==> src/rtl/cdq_ctrl.sv <==
// controller: sequences command capture, memory walk and result transfer
// depends on cdq_pkg
module cdq_ctrl (
  input  logic clk,
  input  logic rst,
  input  logic in_valid,
  output logic in_ready,
  output logic out_valid,
  input  logic out_ready,
  input  logic needs_walk,
  input  logic walk_done,
  output logic load,
  output logic exec,
  output logic walk_start,
  output logic walk_step,
  output logic walk_end
);

  typedef enum logic [2:0] {S_IDLE, S_DECODE, S_WALK, S_DRAIN, S_FINISH, S_OUT} state_t;
  state_t state;
  logic   pend; // a read was issued last cycle

  assign in_ready   = (state == S_IDLE);
  assign load       = in_valid && in_ready;
  assign exec       = (state == S_DECODE) && !needs_walk;
  assign walk_start = (state == S_DECODE) && needs_walk;
  assign walk_step  = pend && ((state == S_WALK) || (state == S_DRAIN));
  assign walk_end   = (state == S_FINISH);

  always_ff @(posedge clk) begin
    if (rst) begin
      state <= S_IDLE;
      out_valid <= 1'b0;
      pend <= 1'b0;
    end else begin
      unique case (state)
        S_IDLE: begin
          if (load) begin
            state <= S_DECODE;
          end
        end
        S_DECODE: begin
          pend <= 1'b0;
          if (needs_walk) begin
            state <= S_WALK;
          end else begin
            state <= S_OUT;
            out_valid <= 1'b1;
          end
        end
        S_WALK: begin
          // one read issued per cycle until every entry was addressed
          pend <= !walk_done;
          if (walk_done) begin
            state <= S_DRAIN;
          end
        end
        S_DRAIN: begin
          pend <= 1'b0;
          state <= S_FINISH;
        end
        S_FINISH: begin
          state <= S_OUT;
          out_valid <= 1'b1;
        end
        S_OUT: begin
          if (out_ready) begin
            out_valid <= 1'b0;
            state <= S_IDLE;
          end
        end
        default: state <= S_IDLE;
      endcase
    end
  end

endmodule
==> config.mk <==
export PLATFORM = sky130hd
export DESIGN_NAME = cdq_ctrl
export DESIGN_NICKNAME = d
export VERILOG_FILES = /design/src/rtl/cdq_ctrl.sv
export SDC_FILE = /design/constraint.sdc
export NUM_CORES = 1
export LEC_CHECK = 0
export ABC_AREA = 1
export BUFFER_PORTS_ARGS = -buffer_cell sky130_fd_sc_hd__buf_2
export CORE_AREA = 2 2 39 41
export CTS_CLUSTER_DIAMETER = 120
export CTS_CLUSTER_SIZE = 16
export DETAILED_ROUTE_END_ITERATION = 10
export DIE_AREA = 0 0 41 43
export GPL_TIMING_DRIVEN = 0
export PLACE_DENSITY = 0.54
export SLEW_MARGIN = 10
export SYNTH_ARGS = -nofsm -noshare
export SYNTH_HDL_FRONTEND = slang
export SYNTH_SLANG_ARGS = --single-unit
==> constraint.sdc <==
create_clock -name clk -period 1.1 [get_ports clk]
set_input_delay 0.055 -clock clk [delete_from_list [all_inputs] [get_ports clk]]
set_output_delay 0.055 -clock clk [all_outputs]
set_load 0.02 [all_outputs]
Word level (Yosys, flattened, before mapping). Index checks and enable logic that the tools add are counted.

Register bits: 5. Input bits: 6. Output and inout bits: 7. Word-level logic and storage cells: 34.

Equal/unequal tests: 9. Mux-type cells: 9. Reduce and logical (&&, ||, !) cells: 13.

Operator list (count): $pmux W3 S6 (1); $mux W3 (4); $eq A3 B2 Y1 const B (2); $eq A3 B3 Y1 const B (2); $ne A2 B2 Y1 const B (3); $reduce_and A3 Y1 (2); $logic_and A1 B1 Y1 (4); $eq A3 B1 Y1 const B (1); $logic_not A3 Y1 (1); $pmux W1 S3 (1); $reduce_bool A3 Y1 (1); $logic_not A1 Y1 (2); $mux W1 (2); $ne A2 B1 Y1 const B (1); $pmux W1 S2 (1); $reduce_bool A2 Y1 (1); $reduce_or A2 Y1 (1); $logic_or A1 B1 Y1 (1).

Logic depth before layout (Yosys ltp).
Word-level depth: 4. Depth in mapped cells: 6. Depth with buffers taken out: 6.

Worst setup path after synthesis. OpenSTA, ideal clock, no wires.

Kind: register -> output. Start: register state[2]. End: output load. Data arrival time: 0.883 ns. Data required time: 1.045 ns. Setup slack: 0.162 ns. Stages on the path, launching flop included: 4. Buffers on the path: 0. Cell sequence: dfxtp_1 -> nor2_2 -> nand2_1 -> nor2_1.

Longest elaborated chain between the ends: 2.

Ends and longest elaborated chain: from (decl) (line 20) `state_t state;`; from (signal assigned) (line 32) `state <= S_IDLE;`; from (signal assigned) (line 39) `state <= S_DECODE;`; from (signal assigned) (line 45) `state <= S_WALK;`; $logic_not A3 Y1 (line 23) `assign in_ready = (state == S_IDLE);`; $logic_and A1 B1 Y1 (line 24) `assign load = in_valid && in_ready;`; to (decl) (line 12) `output logic load,`.

No other way between the ends.

Worst setup path after layout. Ends and elaborated chain as after synthesis.

==> flow_metrics.py <==
metrics = {
    "yosys": {
        "syn-num-nets": 59,
        "netlist_area_um2": 329,
        "ys_ff_latch": 5,
        "synth.distinct_cells": 17,
        "seq_area_frac_synth": 0.304,
        "syn_inst": 53,
        "avgSynthCellArea_um2": 6.21,
        "yosys_warnings": 0,
    },
    "critical_path": {
        "path_class": "reg2out",
        "reg2reg_depth": 7,
        "rrSetupSlack_ns": 0,
        "start_kind": "register",
        "path_max_fanout": 4,
        "worstPathRequired_ns": 1.04,
        "startpoint": "state[2]$_SDFFE_PP0P_",
        "r2r_end": "state[0]$_SDFFE_PP0P_",
        "r2r_start": "state[2]$_SDFFE_PP0P_",
        "critPathCaptureType": "primary output",
        "critPathArrivalTime_ns": 1.06,
    },
    "drt": {
        "drc_errors": 0,
        "vias": 412,
        "drtAntennaViolNets": 0,
        "wl_per_cell_um": 10.8,
        "drt_iter0_markers": 8,
        "vias_per_cell": 4.38,
        "drt_pass1_iterations": 2,
        "drt_wl_total_um": 1010,
    },
    "timing": {
        "finalHoldViolations": 0,
        "slew_violations": 0,
        "clock_skew_ns": 0.00469,
        "fin_crit_ns": 1.12,
        "worst_pin_slew_ns": 0.173,
        "period_share": 1.02,
        "fin_hold_ws_ns": 0.157,
        "max-slew-margin-rel": 0.885,
        "fmax_mhz": 894,
        "setup_viol": 3,
        "setup_ws_ns": -0.0185,
        "fin_setup_tns_ns": -0.0328,
        "rsz0062_at_grt": "yes",
    },
    "cells_and_area": {
        "seqCellArea_um2": 111,
        "nets": 85,
        "areaGrowthSynthToFinish_pct": 81.7,
        "multi_input_area_um2": 218,
        "diodes": 0,
        "drive_gt1_frac": 0.603,
        "fillers": 146,
    },
    "clock_network": {
        "clk_pin_slew_ns": 0.05,
        "root_buffer": "clkbuf_4",
        "cts-htree-levels": 1,
        "cts_buffer_depth": 2,
        "cts_num_sinks": 5,
        "cts-buffers-inserted": 3,
        "insertion_delay_ns": 0.26,
        "cts_tree": "yes",
    },
    "status": {
        "violations": "setup timing",
        "outcome": "finished, violations left",
    },
    "job": {
        "drv_cap": 0,
    },
    "placed_design": {
        "place_ws_ns": 0.113,
        "port_buffers": 12,
        "routabilityCongestion": 0.801,
        "dp_hpwl_um": 576,
    },
    "pwr": {
        "power_switching_uw": 356,
        "p_int_uw": 547,
        "comb_power_share": 0.451,
        "power_density_nw_per_um2": 1510,
        "p_clk_frac": 0.266,
        "p_seq_frac": 0.283,
        "leakage_uw": 0.000318,
        "swShare": 0.394,
        "ir_drop_mv": 0.505,
    },
    "floorplan": {
        "initial_core_util": 0.238,
        "row_count": 14,
        "dieArea_um2": 1760,
        "coreArea_um2": 1380,
        "fp.dieH_um": 43,
        "die_x_um": 41,
        "ios": 13,
    },
    "global_route": {
        "overflow": 0,
        "grt_max_degree": 7,
        "grt_pass1_vias": 390,
        "grt_pass1_wl_um": 1530,
        "track_usage": 0.130,
        "antenna_found_initial": 0,
    },
    "min_path": {
        "hold_class": "in2reg",
        "hold_start": "out_ready",
        "holdPathEnd": "out_valid$_SDFFE_PP0P_",
        "worst_hold_path.num_cells": 4,
    },
}
[cells by family after synthesis]
kind of cell / count (synthesis) / share of synthesized area
and+or+nand+nor: 26 / 0.384
DFF: 5 / 0.304
AOI/OAI and AO/OA: 7 / 0.118
buffers and inverters: 15 / 0.194
[power groups by stage]
| stage | Combinational (µW) | Sequential, µW | Clock (µW) |
|---|---|---|---|
| 6_report | 407 | 255 | 240 |
| 5_1_grt | 442 | 258 | 250 |
| 4_1_cts | 346 | 244 | 233 |
| 3_5_place_dp | 255 | 235 | 0 |
| 3_3_place_gp | 255 | 235 | 0 |
| 2_1_floorplan | 181 | 240 | 0 |
[routing by layer]
layer	global-route usage	share of wire
met4	0.100	0.020
met1	0.154	0.43
met3	0.0157	0.028
met2	0.200	0.52
met5	0	0
[state kept, by name, summed over array words and instances (netlist names)]
signal,count
out_valid,1
pend,1
state,3
[layout make-up]
type | count | area share
clock buffer | 4 | 0.0439
timing repair buffer | 22 | 0.276
multi-input combinational | 33 | 0.364
tap | 16 | 0.0335
sequential | 5 | 0.186
inverter | 14 | 0.0962
[worst max path at each step]
stage                             endpoint  slack [ns]  cells after the start
CTS                                   exec      -0.005                      5
detailed placement  out_valid$_SDFFE_PP0P_        0.11                      6
global route                          load       -0.07                      4
floorplan                             load        0.16                      3
finish                                load       -0.02                      4
global placement    out_valid$_SDFFE_PP0P_        0.11                      6
[worst max-delay path, cell delays in order, from the launching register on]
cell and delay (ns):
dfxtp_4 0.37, nor2_4 0.13, nand2_2 0.07, nor2_2 0.11, buf_6 0.12
[metrics by stage]
step                instance area, µm²   util  std cells  total power (µW)
finish                             598  0.432         94               902
global route                       598  0.432         94               950
CTS                                546  0.394         92               823
detailed placement                 409  0.296         81               490
global placement                   409  0.296         81               490
floorplan                          329      -         53               421
[cells in the final DEF, fill, tap and decap left out]
| cell type | Yosys | routed |
|---|---|---|
| nor2_4 | 0 | 3 |
| nor2_1 | 7 | 3 |
| nand3_1 | 4 | 3 |
| dfxtp_4 | 0 | 3 |
| nand2_4 | 0 | 1 |
| buf_6 | 1 | 4 |
| nand4_1 | 1 | 1 |
| inv_2 | 3 | 2 |
| nand3_2 | 1 | 1 |
| nor2_2 | 3 | 4 |
| o21ai_1 | 2 | 2 |
| clkinv_1 | 2 | 2 |
| clkbuf_4 | 0 | 3 |
| inv_1 | 9 | 8 |
| a21oi_1 | 3 | 3 |
| dfxtp_1 | 5 | 2 |
| inv_4 | 0 | 2 |
| nand2_1 | 7 | 3 |
| a21oi_2 | 1 | 1 |
| buf_4 | 0 | 10 |
| clkbuf_1 | 0 | 1 |
| nand2_2 | 2 | 5 |
| o21ai_0 | 1 | 1 |
| nand3_4 | 0 | 1 |
| and3_1 | 1 | 1 |
| buf_2 | 0 | 7 |
| dlygate4sd3_1 | 0 | 1 |
[timing repair]
| item | in CTS | in global routing |
|---|---|---|
| endpoints found under the setup margin | 6 | 7 |
| buffers inserted | 6 | 4 |
| resized for setup | 19 | 13 |
| hold endpoints to repair | 2 | 0 |
| pin swaps | 5 | 5 |
| hold buffers | 1 | 0 |
[synthesized netlist by cell type]
cell type | number | area share
a21oi_1 | 3 | 0.046
a21oi_2 | 1 | 0.027
and3_1 | 1 | 0.019
buf_6 | 1 | 0.034
clkinv_1 | 2 | 0.023
dfxtp_1 | 5 | 0.30
inv_1 | 9 | 0.10
inv_2 | 3 | 0.034
nand2_1 | 7 | 0.080
nand2_2 | 2 | 0.038
nand3_1 | 4 | 0.061
nand3_2 | 1 | 0.030
nand4_1 | 1 | 0.019
nor2_1 | 7 | 0.080
nor2_2 | 3 | 0.057
o21ai_0 | 1 | 0.015
o21ai_1 | 2 | 0.030
Power figures use the tool's default switching activity.
